--- src/rtl/core/assert_macros.svh ---
// Assertion macros shared by the frequency planner RTL.
`ifndef ASSERT_MACROS_SVH
`define ASSERT_MACROS_SVH

// Property must hold at every clock edge outside reset.
`define ASSERT_CLK(label, clk, rst_n, prop, msg) \
    label: assert property (@(posedge clk) disable iff (!rst_n) (prop)) else $error(msg);

// Expression must never be true outside reset.
`define ASSERT_NEVER(label, clk, rst_n, expr, msg) \
    label: assert property (@(posedge clk) disable iff (!rst_n) !(expr)) else $error(msg);

`endif

--- src/rtl/core/csdp_pkg.sv ---
// Package for the clock synthesiser divider planner: constants, types, states.
package csdp_pkg;

    localparam int FREQ_W    = 28;
    localparam int CHAN_W    = 2;
    localparam int XTAL_W    = 26;
    localparam int MULT_W    = 7;
    localparam int NUM_W     = 20;
    localparam int DIV_W     = 11;
    localparam int CODE_W    = 3;
    localparam int PLL_W     = 31;
    localparam int SHORT_W   = 30;
    localparam int DVD_W     = 48;
    localparam int DVS_W     = 28;
    localparam int PAD_W     = DVD_W - SHORT_W;
    localparam int CNT_W     = $clog2(DVD_W + 1);
    localparam int APB_AW    = 3;
    localparam int APB_DW    = 32;

    localparam logic [CHAN_W-1:0]  CHAN_MAX    = 2'd2;
    localparam logic [CHAN_W-1:0]  CHAN_PLL_B  = 2'd2;
    localparam logic [FREQ_W-1:0]  FREQ_MIN    = 28'd8000;
    localparam logic [FREQ_W-1:0]  FREQ_MAX    = 28'd150000000;
    localparam logic [FREQ_W-1:0]  MS_FLOOR    = 28'd500000;
    localparam logic [CODE_W-1:0]  RDIV_CODE_MAX = 3'd7;
    localparam logic [SHORT_W-1:0] PLL_TARGET  = 30'd800000000;
    localparam logic [SHORT_W-1:0] PLL_LOW     = 30'd600000000;
    localparam logic [SHORT_W-1:0] PLL_HIGH    = 30'd900000000;
    localparam logic [DIV_W-1:0]   DIV_MIN     = 11'd8;
    localparam logic [DIV_W-1:0]   DIV_MAX     = 11'd900;
    localparam logic [NUM_W-1:0]   FRAC_DENOM  = 20'd1048575;
    localparam logic [MULT_W-1:0]  MULT_MAX    = 7'd127;
    localparam logic [XTAL_W-1:0]  XTAL_RESET  = 26'd25000000;

    localparam logic [0:0]         REG_CRYSTAL = 1'b0;

    typedef struct packed {
        logic              start;
        logic [CNT_W-1:0]  nbits;
        logic [DVD_W-1:0]  dividend;
        logic [DVS_W-1:0]  divisor;
    } t_div_req;

    typedef struct packed {
        logic              done;
        logic [DVD_W-1:0]  quotient;
        logic [DVS_W-1:0]  remainder;
    } t_div_rsp;

    typedef enum logic [3:0] {
        ST_IDLE,
        ST_SCALE,
        ST_DIV_TGT,
        ST_WAIT_TGT,
        ST_MUL,
        ST_CHECK,
        ST_WAIT_ADJ,
        ST_MUL_ADJ,
        ST_DIV_PLL,
        ST_WAIT_PLL,
        ST_DIV_NUM,
        ST_WAIT_NUM,
        ST_OUT
    } t_state;

endpackage

--- src/rtl/core/clock_synth_divider_plan.sv ---
// Top level of the clock synthesiser divider planner: sequencer, datapath, APB register.
//
//  channel  | direction | handshake          | payload
//  ---------+-----------+--------------------+--------------------------------------------
//  request  | in        | i_valid / o_ready  | i_output_channel, i_frequency_hz
//  result   | out       | o_valid / i_ready  | o_status, o_pll_select, o_pll_mult,
//           |           |                    | o_pll_numerator, o_ms_divider, o_rdiv_code
//  config   | in        | psel/penable/pwrite| paddr, pwdata, prdata, pready (crystal_hz)
//
// Full plan from acceptance to o_valid: R doublings in ST_SCALE (up to seven), then
// divider passes for target, optional band correction and crystal, then a pass for the
// fraction. Saturated multiplier skips the last pass, zero crystal the last two. A rejected
// request goes from idle straight to ST_OUT.
// One request in flight, o_ready only in idle; a result waits in the output register while
// the next request runs, which holds in ST_OUT until it drains. Sync active-low reset.
`include "assert_macros.svh"

module clock_synth_divider_plan (
    input  logic                           i_clk,
    input  logic                           i_rst_n,
    input  logic                           i_valid,
    output logic                           o_ready,
    input  logic [csdp_pkg::CHAN_W-1:0]    i_output_channel,
    input  logic [csdp_pkg::FREQ_W-1:0]    i_frequency_hz,
    output logic                           o_valid,
    input  logic                           i_ready,
    output logic                           o_status,
    output logic                           o_pll_select,
    output logic [csdp_pkg::MULT_W-1:0]    o_pll_mult,
    output logic [csdp_pkg::NUM_W-1:0]     o_pll_numerator,
    output logic [csdp_pkg::DIV_W-1:0]     o_ms_divider,
    output logic [csdp_pkg::CODE_W-1:0]    o_rdiv_code,
    input  logic                           psel,
    input  logic                           penable,
    input  logic                           pwrite,
    input  logic [csdp_pkg::APB_AW-1:0]    paddr,
    input  logic [csdp_pkg::APB_DW-1:0]    pwdata,
    output logic [csdp_pkg::APB_DW-1:0]    prdata,
    output logic                           pready
);

    csdp_pkg::t_state                 r_state, n_state;
    logic [csdp_pkg::XTAL_W-1:0]      r_crystal;
    logic                             r_bad;
    logic                             r_pllb;
    logic [csdp_pkg::FREQ_W-1:0]      r_fms;
    logic [csdp_pkg::CODE_W-1:0]      r_code;
    logic [csdp_pkg::DIV_W-1:0]       r_div;
    logic [csdp_pkg::PLL_W-1:0]       r_pll;
    logic [csdp_pkg::MULT_W-1:0]      r_mult;
    logic [csdp_pkg::NUM_W-1:0]       r_num;
    logic                             r_ovalid;

    csdp_pkg::t_div_req               w_req;
    csdp_pkg::t_div_rsp               w_rsp;
    logic                             w_bad;
    logic                             w_scale;
    logic                             w_low;
    logic                             w_high;
    logic                             w_xtal_zero;
    logic                             w_mult_ovf;
    logic                             w_load_out;
    logic [csdp_pkg::SHORT_W-1:0]     w_q30;
    logic [csdp_pkg::DIV_W-1:0]       w_clamp;
    logic [csdp_pkg::FREQ_W+csdp_pkg::DIV_W-1:0] w_prod;
    logic [csdp_pkg::DVD_W-1:0]       w_num_dvd;
    logic [csdp_pkg::XTAL_W-1:0]      w_rem;

    // register port
    assign pready = 1'b1;
    assign prdata = (paddr[2] == csdp_pkg::REG_CRYSTAL)
                    ? {{(csdp_pkg::APB_DW-csdp_pkg::XTAL_W){1'b0}}, r_crystal} : '0;

    always_ff @(posedge i_clk) begin
        if (!i_rst_n) begin
            r_crystal <= csdp_pkg::XTAL_RESET;
        end else if (psel && penable && pwrite && pready
                     && paddr[2] == csdp_pkg::REG_CRYSTAL) begin
            r_crystal <= pwdata[csdp_pkg::XTAL_W-1:0];
        end
    end

    assign w_bad = (i_output_channel > csdp_pkg::CHAN_MAX)
                || (i_frequency_hz < csdp_pkg::FREQ_MIN)
                || (i_frequency_hz > csdp_pkg::FREQ_MAX);

    assign w_scale     = (r_fms < csdp_pkg::MS_FLOOR) && (r_code < csdp_pkg::RDIV_CODE_MAX);
    assign w_low       = r_pll < csdp_pkg::PLL_W'(csdp_pkg::PLL_LOW);
    assign w_high      = r_pll > csdp_pkg::PLL_W'(csdp_pkg::PLL_HIGH);
    assign w_xtal_zero = (r_crystal == '0);
    assign w_q30       = w_rsp.quotient[csdp_pkg::SHORT_W-1:0];
    assign w_mult_ovf  = w_q30 > csdp_pkg::SHORT_W'(csdp_pkg::MULT_MAX);
    assign w_prod      = (csdp_pkg::FREQ_W+csdp_pkg::DIV_W)'(r_fms)
                       * (csdp_pkg::FREQ_W+csdp_pkg::DIV_W)'(r_div);
    assign w_rem       = w_rsp.remainder[csdp_pkg::XTAL_W-1:0];
    // 2*rem*(2^20-1) + crystal
    assign w_num_dvd   = csdp_pkg::DVD_W'({w_rem, 21'd0})
                       - csdp_pkg::DVD_W'({w_rem, 1'b0})
                       + csdp_pkg::DVD_W'(r_crystal);

    always_comb begin
        priority if (w_q30 < csdp_pkg::SHORT_W'(csdp_pkg::DIV_MIN)) begin
            w_clamp = csdp_pkg::DIV_MIN;
        end else if (w_q30 > csdp_pkg::SHORT_W'(csdp_pkg::DIV_MAX)) begin
            w_clamp = csdp_pkg::DIV_MAX;
        end else begin
            w_clamp = w_q30[csdp_pkg::DIV_W-1:0];
        end
    end

    // next state
    always_comb begin
        n_state = r_state;
        unique case (r_state)
            csdp_pkg::ST_IDLE: begin
                if (i_valid) begin
                    n_state = w_bad ? csdp_pkg::ST_OUT : csdp_pkg::ST_SCALE;
                end
            end
            csdp_pkg::ST_SCALE: begin
                if (!w_scale) begin
                    n_state = csdp_pkg::ST_DIV_TGT;
                end
            end
            csdp_pkg::ST_DIV_TGT:  n_state = csdp_pkg::ST_WAIT_TGT;
            csdp_pkg::ST_WAIT_TGT: begin
                if (w_rsp.done) begin
                    n_state = csdp_pkg::ST_MUL;
                end
            end
            csdp_pkg::ST_MUL:      n_state = csdp_pkg::ST_CHECK;
            csdp_pkg::ST_CHECK: begin
                n_state = (w_low || w_high) ? csdp_pkg::ST_WAIT_ADJ : csdp_pkg::ST_DIV_PLL;
            end
            csdp_pkg::ST_WAIT_ADJ: begin
                if (w_rsp.done) begin
                    n_state = csdp_pkg::ST_MUL_ADJ;
                end
            end
            csdp_pkg::ST_MUL_ADJ:  n_state = csdp_pkg::ST_DIV_PLL;
            csdp_pkg::ST_DIV_PLL: begin
                n_state = w_xtal_zero ? csdp_pkg::ST_OUT : csdp_pkg::ST_WAIT_PLL;
            end
            csdp_pkg::ST_WAIT_PLL: begin
                if (w_rsp.done) begin
                    n_state = w_mult_ovf ? csdp_pkg::ST_OUT : csdp_pkg::ST_DIV_NUM;
                end
            end
            csdp_pkg::ST_DIV_NUM:  n_state = csdp_pkg::ST_WAIT_NUM;
            csdp_pkg::ST_WAIT_NUM: begin
                if (w_rsp.done) begin
                    n_state = csdp_pkg::ST_OUT;
                end
            end
            csdp_pkg::ST_OUT: begin
                if (!r_ovalid || i_ready) begin
                    n_state = csdp_pkg::ST_IDLE;
                end
            end
            default: n_state = csdp_pkg::ST_IDLE;
        endcase
    end

    // sequencer outputs
    always_comb begin
        o_ready        = 1'b0;
        w_load_out     = 1'b0;
        w_req.start    = 1'b0;
        w_req.nbits    = csdp_pkg::CNT_W'(csdp_pkg::SHORT_W);
        w_req.dividend = {csdp_pkg::PLL_TARGET, {csdp_pkg::PAD_W{1'b0}}};
        w_req.divisor  = r_fms;
        unique case (r_state)
            csdp_pkg::ST_IDLE: o_ready = 1'b1;
            csdp_pkg::ST_DIV_TGT: w_req.start = 1'b1;
            csdp_pkg::ST_CHECK: begin
                w_req.start = w_low || w_high;
                if (w_low) begin
                    // ceiling division
                    w_req.dividend = {csdp_pkg::PLL_LOW
                                      + csdp_pkg::SHORT_W'(r_fms)
                                      - csdp_pkg::SHORT_W'(1),
                                      {csdp_pkg::PAD_W{1'b0}}};
                end else begin
                    w_req.dividend = {csdp_pkg::PLL_HIGH, {csdp_pkg::PAD_W{1'b0}}};
                end
            end
            csdp_pkg::ST_DIV_PLL: begin
                w_req.start    = !w_xtal_zero;
                w_req.dividend = {r_pll[csdp_pkg::SHORT_W-1:0], {csdp_pkg::PAD_W{1'b0}}};
                w_req.divisor  = csdp_pkg::DVS_W'(r_crystal);
            end
            csdp_pkg::ST_DIV_NUM: begin
                w_req.start    = 1'b1;
                w_req.nbits    = csdp_pkg::CNT_W'(csdp_pkg::DVD_W);
                w_req.dividend = w_num_dvd;
                w_req.divisor  = csdp_pkg::DVS_W'({r_crystal, 1'b0});
            end
            csdp_pkg::ST_OUT: w_load_out = !r_ovalid || i_ready;
            default: ;
        endcase
    end

    always_ff @(posedge i_clk) begin
        if (!i_rst_n) begin
            r_state  <= csdp_pkg::ST_IDLE;
            r_ovalid <= 1'b0;
        end else begin
            r_state <= n_state;
            if (w_load_out) begin
                r_ovalid <= 1'b1;
            end else if (i_ready) begin
                r_ovalid <= 1'b0;
            end
        end
    end

    // datapath
    always_ff @(posedge i_clk) begin
        unique case (r_state)
            csdp_pkg::ST_IDLE: begin
                if (i_valid) begin
                    r_bad  <= w_bad;
                    r_pllb <= (i_output_channel == csdp_pkg::CHAN_PLL_B);
                    r_fms  <= i_frequency_hz;
                    r_code <= '0;
                end
            end
            csdp_pkg::ST_SCALE: begin
                if (w_scale) begin
                    r_fms  <= {r_fms[csdp_pkg::FREQ_W-2:0], 1'b0};
                    r_code <= r_code + 1'b1;
                end
            end
            csdp_pkg::ST_WAIT_TGT: begin
                if (w_rsp.done) begin
                    r_div <= w_clamp;
                end
            end
            csdp_pkg::ST_MUL, csdp_pkg::ST_MUL_ADJ: begin
                r_pll <= w_prod[csdp_pkg::PLL_W-1:0];
            end
            csdp_pkg::ST_WAIT_ADJ: begin
                if (w_rsp.done) begin
                    r_div <= w_q30[csdp_pkg::DIV_W-1:0];
                end
            end
            csdp_pkg::ST_DIV_PLL: begin
                if (w_xtal_zero) begin
                    r_mult <= csdp_pkg::MULT_MAX;
                    r_num  <= csdp_pkg::FRAC_DENOM;
                end
            end
            csdp_pkg::ST_WAIT_PLL: begin
                if (w_rsp.done) begin
                    if (w_mult_ovf) begin
                        r_mult <= csdp_pkg::MULT_MAX;
                        r_num  <= csdp_pkg::FRAC_DENOM;
                    end else begin
                        r_mult <= w_q30[csdp_pkg::MULT_W-1:0];
                    end
                end
            end
            csdp_pkg::ST_WAIT_NUM: begin
                if (w_rsp.done) begin
                    r_num <= w_rsp.quotient[csdp_pkg::NUM_W-1:0];
                end
            end
            default: ;
        endcase
    end

    // result register
    always_ff @(posedge i_clk) begin
        if (w_load_out) begin
            o_status        <= r_bad;
            o_pll_select    <= r_bad ? 1'b0 : r_pllb;
            o_pll_mult      <= r_bad ? '0 : r_mult;
            o_pll_numerator <= r_bad ? '0 : r_num;
            o_ms_divider    <= r_bad ? '0 : r_div;
            o_rdiv_code     <= r_bad ? '0 : r_code;
        end
    end

    assign o_valid = r_ovalid;

    csdp_div u_div (
        .i_clk   (i_clk),
        .i_rst_n (i_rst_n),
        .i_req   (w_req),
        .o_rsp   (w_rsp)
    );

    `ASSERT_CLK(a_done_in_wait, i_clk, i_rst_n, w_rsp.done |-> (r_state == csdp_pkg::ST_WAIT_TGT || r_state == csdp_pkg::ST_WAIT_ADJ || r_state == csdp_pkg::ST_WAIT_PLL || r_state == csdp_pkg::ST_WAIT_NUM), "divider finished outside a wait state")
    `ASSERT_CLK(a_reject_zero, i_clk, i_rst_n, (o_valid && o_status) |-> (!o_pll_select && o_pll_mult == '0 && o_pll_numerator == '0 && o_ms_divider == '0 && o_rdiv_code == '0), "rejected request carries a plan")
    `ASSERT_CLK(a_div_range, i_clk, i_rst_n, (o_valid && !o_status) |-> (o_ms_divider >= 11'd6 && o_ms_divider <= 11'd1200), "multisynth divider out of range")

endmodule

--- src/rtl/core/csdp_div.sv ---
// Shared restoring divider, one quotient bit per cycle, left-aligned dividend.
`include "assert_macros.svh"

module csdp_div (
    input  logic               i_clk,
    input  logic               i_rst_n,
    input  csdp_pkg::t_div_req i_req,
    output csdp_pkg::t_div_rsp o_rsp
);

    logic                          r_busy;
    logic [csdp_pkg::CNT_W-1:0]    r_cnt;
    logic [csdp_pkg::DVS_W-1:0]    r_rem;
    logic [csdp_pkg::DVD_W-1:0]    r_q;
    logic [csdp_pkg::DVS_W-1:0]    r_dvs;
    logic [csdp_pkg::DVS_W:0]      w_shift;
    logic [csdp_pkg::DVS_W:0]      w_diff;
    logic                          w_step;

    assign w_step  = r_busy && (r_cnt != '0);
    assign w_shift = {r_rem, r_q[csdp_pkg::DVD_W-1]};
    assign w_diff  = w_shift - {1'b0, r_dvs};

    always_ff @(posedge i_clk) begin
        if (!i_rst_n) begin
            r_busy <= 1'b0;
            r_cnt  <= '0;
        end else if (i_req.start) begin
            r_busy <= 1'b1;
            r_cnt  <= i_req.nbits;
        end else if (r_busy) begin
            if (r_cnt != '0) begin
                r_cnt <= r_cnt - 1'b1;
            end else begin
                r_busy <= 1'b0;
            end
        end
    end

    always_ff @(posedge i_clk) begin
        if (i_req.start) begin
            r_rem <= '0;
            r_q   <= i_req.dividend;
            r_dvs <= i_req.divisor;
        end else if (w_step) begin
            if (!w_diff[csdp_pkg::DVS_W]) begin
                r_rem <= w_diff[csdp_pkg::DVS_W-1:0];
                r_q   <= {r_q[csdp_pkg::DVD_W-2:0], 1'b1};
            end else begin
                r_rem <= w_shift[csdp_pkg::DVS_W-1:0];
                r_q   <= {r_q[csdp_pkg::DVD_W-2:0], 1'b0};
            end
        end
    end

    assign o_rsp.done      = r_busy && (r_cnt == '0);
    assign o_rsp.quotient  = r_q;
    assign o_rsp.remainder = r_rem;

    `ASSERT_NEVER(a_start_busy, i_clk, i_rst_n, i_req.start && r_busy, "divider restarted while busy")
    `ASSERT_CLK(a_done_pulse, i_clk, i_rst_n, o_rsp.done |=> !o_rsp.done, "divider done held")

endmodule
--- config.mk ---
export PLATFORM = sky130hd
export DESIGN_NAME = clock_synth_divider_plan
export DESIGN_NICKNAME = d
export VERILOG_FILES = /design/src/rtl/core/csdp_pkg.sv /design/src/rtl/core/clock_synth_divider_plan.sv /design/src/rtl/core/csdp_div.sv
export VERILOG_INCLUDE_DIRS = /design/src /design/src/rtl/core
export SDC_FILE = /design/constraint.sdc
export NUM_CORES = 1
export LEC_CHECK = 0
export ABC_AREA = 0
export BUFFER_PORTS_ARGS = -buffer_cell sky130_fd_sc_hd__buf_2
export CORE_AREA = 2 2 211 213
export CTS_CLUSTER_SIZE = 12
export DETAILED_ROUTE_END_ITERATION = 7
export DIE_AREA = 0 0 213 215
export HOLD_SLACK_MARGIN = 0.12
export PLACE_DENSITY = 0.78
export SLEW_MARGIN = 0
export SYNTH_ARGS = -nofsm -noshare
export SYNTH_HDL_FRONTEND = slang
export SYNTH_SLANG_ARGS = --single-unit
--- constraint.sdc ---
create_clock -name i_clk -period 16.05 [get_ports i_clk]
set_input_delay 2.4075 -clock i_clk [delete_from_list [all_inputs] [get_ports i_clk]]
set_output_delay 2.4075 -clock i_clk [all_outputs]
set_load 0.02 [all_outputs]
### After elaboration in Yosys (flattened, before gate mapping)

Index checks and enable logic that the tools add are counted.

| storage, ports and cells | value |
|---|---|
| output and inout port bits | 78 |
| bits of input ports | 72 |
| flip-flop bits (word level) | 287 |
| logic and storage cells | 149 |

| operators by class | value |
|---|---|
| bitwise operators | 1 |
| $add $sub $neg | 7 |
| multipliers | 1 |
| equal/unequal tests | 23 |
| $lt $le $gt $ge | 10 |
| mux-type cells | 52 |
| reductions and logical operators | 33 |

Operators by type and width:

| kind | number |
|---|---|
| $mux 48 | 3 |
| $pmux 48 s3 | 1 |
| $pmux 28 s2 | 2 |
| $mux 28 | 3 |
| $mux 20 | 4 |
| $pmux 20 s3 | 1 |
| $pmux 4 s13 | 1 |
| $add 48x26->48 | 1 |
| $sub 47x27->48 | 1 |
| $mux 11 | 4 |
| $mux 4 | 9 |
| $gt 31x30->1 const B | 1 |
| $lt 31x30->1 const B | 1 |
| $mul 28x11->31 | 1 |
| $add 30x28->30 const A | 1 |
| $gt 30x10->1 const B | 1 |
| $gt 30x7->1 const B | 1 |
| $lt 30x4->1 const B | 1 |
| $sub 30x1->30 const B | 1 |
| $sub 29x28->29 | 1 |
| $gt 28x28->1 const B | 1 |
| $lt 28x13->1 const B | 1 |
| $lt 28x19->1 const B | 1 |
| $logic_not 26->1 | 1 |
| 34 further kinds | 84 |

### Logic depth before layout (Yosys ltp)

| depth | value |
|---|---|
| depth in word-level cells | 6 |
| gate-level depth with buffers | 23 |
| gate-level depth less buffers | 21 |

### Cells and area by module

From an unflattened synthesis, not the netlist that was laid out.

| unflattened totals | value |
|---|---|
| cells, all modules | 2816 |
| area total of the unflattened synthesis | 25928.6 µm² |

By module, submodules not included:

| module | area an instance (µm²) | times used | cells an instance | sequential area each (µm²) |
|---|---|---|---|---|
| clock_synth_divider_plan | 19886.6 | 1 | 2269 | 4974.8 |
| csdp_div | 6042.0 | 1 | 547 | 2982.9 |

### Worst setup path before layout

Ideal clock, no wire load.

| timing path | value |
|---|---|
| path kind | input-to-reg |
| from | in i_ready |
| to | reg o_ms_divider[0] (netlist bit) (enable) |
| setup slack | 8925 ps |
| cell stages on the path | 2 |
| library setup time | 550 ps |
| required time | 15500 ps |
| path buffers | 0 |
| data arrival time | 6575 ps |
| cell sequence | nor2b_1 -> nor4_1 |

| on the way | value |
|---|---|
| cells in the longest elaborated chain, start to end | 2 |

RTL lines:

| what | RTL line | RTL |
|---|---|---|
| from (decl) | clock_synth_divider_plan.sv:26 | `input logic i_ready,` |
| $logic_or 1x1->1 | clock_synth_divider_plan.sv:198 | `csdp_pkg::ST_OUT: w_load_out = !r_ovalid \|\| i_ready;` |
| $mux 1 | clock_synth_divider_plan.sv:172 | `unique case (r_state)` |
| via w_load_out | clock_synth_divider_plan.sv:62 | `logic w_load_out;` |
| to (signal assigned) | clock_synth_divider_plan.sv:279 | `o_ms_divider <= r_bad ? '0 : r_div;` |
| to (decl) | clock_synth_divider_plan.sv:31 | `output logic [csdp_pkg::DIV_W-1:0] o_ms_divider,` |

The timed path passes the listed nets, and every way through them passes these cells.
A chain may end at the register's enable or synchronous reset.

### Final worst setup path

| timing path | value |
|---|---|
| from | reg r_div[7] (netlist bit) |
| to | reg r_pll[30] (netlist bit) (data pin) |

| on the way | value |
|---|---|
| cells in the longest elaborated chain, start to end | 1 |

RTL lines:

| what | RTL line | RTL |
|---|---|---|
| from (decl) | clock_synth_divider_plan.sv:48 | `logic [csdp_pkg::DIV_W-1:0] r_div;` |
| from (signal assigned) | clock_synth_divider_plan.sv:236 | `r_div <= w_clamp;` |
| from (signal assigned) | clock_synth_divider_plan.sv:244 | `r_div <= w_q30[csdp_pkg::DIV_W-1:0];` |
| $mul 28x11->31 | clock_synth_divider_plan.sv:94 | `* (csdp_pkg::FREQ_W+csdp_pkg::DIV_W)'(r_div);` |
| via w_prod, one bit | clock_synth_divider_plan.sv:65 | `logic [csdp_pkg::FREQ_W+csdp_pkg::DIV_W-1:0] w_prod;` |
| to (signal assigned) | clock_synth_divider_plan.sv:240 | `r_pll <= w_prod[csdp_pkg::PLL_W-1:0];` |
| to (decl) | clock_synth_divider_plan.sv:49 | `logic [csdp_pkg::PLL_W-1:0] r_pll;` |

The timed path passes the listed nets, and every way through them passes these cells.

==> impl_metrics.py <==
metrics = {
    "clocking": {
        "clk_latency_ps": 550,
        "holdBufCountCts": 0,
        "cts_resized": 0,
        "clockRootBuffer": "clkbuf_16",
        "cts.sinks": 287,
        "clk_pin_slew_ps": 60,
        "cts_buffers": 35,
        "cts.htree.levels": 2,
        "cts_setup_buffers": 0,
        "tritoncts": "built",
        "cts.path.max_buffers": 3,
    },
    "global_route": {
        "grt_usage_pct": 32.8,
        "grt_remaining_overflow": 0,
        "grt_max_degree": 71,
        "grt_pass1_wl_mm": 116,
        "met2_usage_pct": 52.5,
        "grt_busiest_layer": "met2",
        "antenna_found_initial": 3,
        "grt_pass1_vias": 21800,
        "met1_usage_pct": 42.7,
        "grt_util_met3_pct": 5.95,
    },
    "synth": {
        "postSynthAreaPerCell_sq_um": 9.15,
        "synth_cells": 2826,
        "synth_area_leaders": "edfxtp_1, fa_1, ha_1",
        "ys_seq_area_share_pct": 30.8,
        "synth_top_area_share_pct": 25.7,
        "synth_seq_cells": 287,
        "synth_cell_types": 97,
        "syn_area_sq_mm": 0.0259,
        "yosys_warnings": 0,
        "yosys.area.top_type": "edfxtp_1",
        "synth_flop_cell": "edfxtp_1",
        "async_flop_share_pct": 0,
        "synth_edf_count": 221,
    },
    "die": {
        "initial_core_util_pct": 59.2,
        "fp-row-count": 77,
        "coreArea_sq_mm": 0.0436,
        "die_area_sq_mm": 0.0458,
        "pin_count": 150,
        "die-width_um": 213,
        "die_h_um": 215,
    },
    "setup_path": {
        "cp.required_ps": 16350,
        "rrSetupSlack_ps": 9350,
        "path_class": "reg2reg",
        "crit_path_start_kind": "flip-flop",
        "reg2reg_to": "r_pll[30]$_DFFE_PP_",
        "crit_arrival_ps": 7000,
        "cp-end-kind": "flip-flop",
        "worstReg2RegStart": "r_div[7]$_DFFE_PP_",
        "rr_worst_depth": 19,
        "critPathMaxFanout": 25,
    },
    "route": {
        "drt_iter0_markers": 2080,
        "drc": 0,
        "routed_wl_mm": 72.7,
        "post_drt_wl_per_cell_um": 20.9,
        "drt_first_pass_iters": 6,
        "vias": 21200,
        "ant_nets": 0,
        "viasPerCell": 6.10,
    },
    "finish": {
        "final_util_pct": 64.3,
        "fin_nets": 3293,
        "fillers": 3549,
        "final_cell_count_no_fill": 3478,
        "drive_gt1_share_pct": 9.50,
        "syn_to_final_growth_pct": 8.47,
    },
    "min_path": {
        "holdPathStages": 2,
        "hp-class": "reg2reg",
        "whs_endpoint": "u_div.r_rem[1]$_SDFFE_PP0P_",
        "hold_start": "u_div.r_rem[1]$_SDFFE_PP0P_",
    },
    "power_and_ir_drop": {
        "switching_share_pct": 46.0,
        "p_seq_share_pct": 29.8,
        "p_leak_nw": 12.1,
        "powerDensity_mw_per_mm2": 169,
        "combPwrFrac_pct": 52.6,
        "p_int_mw": 2.56,
        "power.switching_mw": 2.18,
        "total_power_mw": 4.74,
        "peakVddDrop_uv": 89.7,
        "pwr-share-clk_pct": 17.6,
    },
    "timing": {
        "fin_tns_setup_ps": 0,
        "fmax_mhz": 149,
        "hold_viol": 0,
        "setup_viol": 0,
        "max-slew-margin-rel_pct": 7.00,
        "fin_crit_sh_pct": 41.7,
        "worstMarginPinSlew_ps": 1390,
        "skew_ps": 15.5,
        "slew_violations": 0,
        "period_needed_ps": 6700,
        "setup_slack_ps": 9350,
        "rsz0062_at_grt": "no",
    },
    "placement": {
        "gp_congestion": 0.951,
        "dp.cells": 3415,
        "preCtsSetupSlack_ps": 9480,
        "hpwl_mm": 53.7,
        "port_buffers": 134,
    },
    "run": {
        "timing.max_cap.violations": 0,
    },
    "status": {
        "status": "finished, final reports clean",
    },
}
layout by cell type (no fill, tap or decap), types with 31 or more instances in the layout:
| cell type | netlist | final |
|---|---|---|
| inv_1 | 301 | 301 |
| ha_1 | 146 | 146 |
| o21ai_0 | 116 | 116 |
| buf_2 | 13 | 134 |
| nand3_1 | 46 | 46 |
| a211oi_1 | 31 | 31 |
| xor2_1 | 41 | 41 |
| nor3_1 | 34 | 31 |
| and2_1 | 116 | 116 |
| nor4_1 | 32 | 31 |
| nand2_1 | 463 | 462 |
| nor2_1 | 110 | 110 |
| xnor2_1 | 86 | 85 |
| nor2b_1 | 78 | 78 |
| dfxtp_1 | 66 | 65 |
| a21o_1 | 65 | 65 |
| a21oi_1 | 128 | 127 |
| fa_1 | 215 | 215 |
| clkbuf_16 | 0 | 35 |
| nand2b_1 | 36 | 36 |
| edfxtp_1 | 221 | 221 |
stage by stage:
stage / hold slack (ps) / instance area (sq um)
after floorplan: 462 / 25900
after global placement: 485 / 26800
after detailed placement: 491 / 26800
after CTS: 501 / 28000
after global routing: 550 / 28000
final: 508 / 28000
power by group through the flow:
| stage | combinational [mW] | clock, mW | sequential [mW] |
|---|---|---|---|
| after floorplan | 1.92 | 0 | 1.22 |
| after global placement | 2.38 | 0 | 1.40 |
| after detailed placement | 2.44 | 0 | 1.41 |
| after CTS | 2.46 | 0.842 | 1.40 |
| after global routing | 2.74 | 0.868 | 1.43 |
| final | 2.49 | 0.835 | 1.41 |
Yosys cell counts (all sizes together) (21+ instances only):
| cell | number |
|---|---|
| a21o | 66 |
| a21oi | 131 |
| o21ai | 123 |
| dfxtp | 66 |
| and3 | 21 |
| nand2b | 36 |
| xnor2 | 86 |
| and2 | 116 |
| xor2 | 41 |
| ha | 146 |
| nor3 | 34 |
| nand3 | 46 |
| nor2 | 112 |
| nor2b | 78 |
| edfxtp | 221 |
| mux2i | 25 |
| a31oi | 22 |
| nand2 | 464 |
| fa | 215 |
| buf | 31 |
| inv | 302 |
| a211oi | 33 |
| or2 | 21 |
| nor4 | 35 |
| clkbuf | 133 |
how the worst max path moves through the flow:
stage,cells after the start,from,end
after global routing,19,r_div[6]$_DFFE_PP_,r_pll[28]$_DFFE_PP_
final,19,r_div[7]$_DFFE_PP_,r_pll[30]$_DFFE_PP_
after floorplan,2,i_ready,o_ms_divider[0]$_SDFFCE_PP0P_
after CTS,19,r_div[7]$_DFFE_PP_,r_pll[30]$_DFFE_PP_
after detailed placement,19,r_div[7]$_DFFE_PP_,r_pll[30]$_DFFE_PP_
after global placement,19,r_div[7]$_DFFE_PP_,r_pll[30]$_DFFE_PP_
cells by family after synthesis:
| logic type | Yosys count | synth area share [%] |
|---|---|---|
| AO/OA/AOI/OAI | 543 | 14.3 |
| XOR/XNOR | 127 | 4.30 |
| adder cells (fa/ha/maj) | 361 | 23.7 |
| buffers and inverters | 466 | 6.94 |
| flip-flops | 287 | 30.8 |
| multiplexers | 27 | 1.05 |
| other | 2 | 0.0290 |
| AND/OR/NAND/NOR | 1013 | 18.9 |
state kept, by name (all words and copies together), names as in the netlist, 4 cells and up:
register	flops
r_pll	31
u_div.r_rem	28
r_mult	7
r_fms	28
o_pll_numerator	20
r_state	4
u_div.r_cnt	6
r_crystal	26
o_pll_mult	7
o_ms_divider	11
u_div.r_dvs	28
r_div	11
u_div.r_q	48
r_num	20
layer usage:
layer	vias to the layer above	routed length, um
li1	9621	-
met1	10300	28300
met2	1108	34000
met3	241	6670
met4	4	3790
met5	-	26
final cells by class:
class                   count  area (sq um)  area share, %
multi-input cells        2078         16200           57.7
inverters                 302          1130           4.04
repair buffers            156           836           2.98
clock inverters            15           250          0.892
flip-flops and latches    287          7960           28.4
clock buffers              47           951           3.39
well taps                 592           741           2.64
diodes                      1          2.50        0.00892
critical path, cell delays in order, from the launching register on:
cell,delay (ps)
edfxtp_1,1060
nand2_1,210
fa_1,510
fa_1,500
fa_1,490
inv_1,60
fa_1,540
inv_1,60
fa_1,540
inv_1,50
ha_1,330
o21ai_0,100
nand2b_1,110
a41oi_1,170
a21oi_1,400
a311oi_2,230
or3_1,440
a31oi_1,330
a211o_1,230
xnor2_1,70
Note: power is estimated with default switching activity, not from simulation.
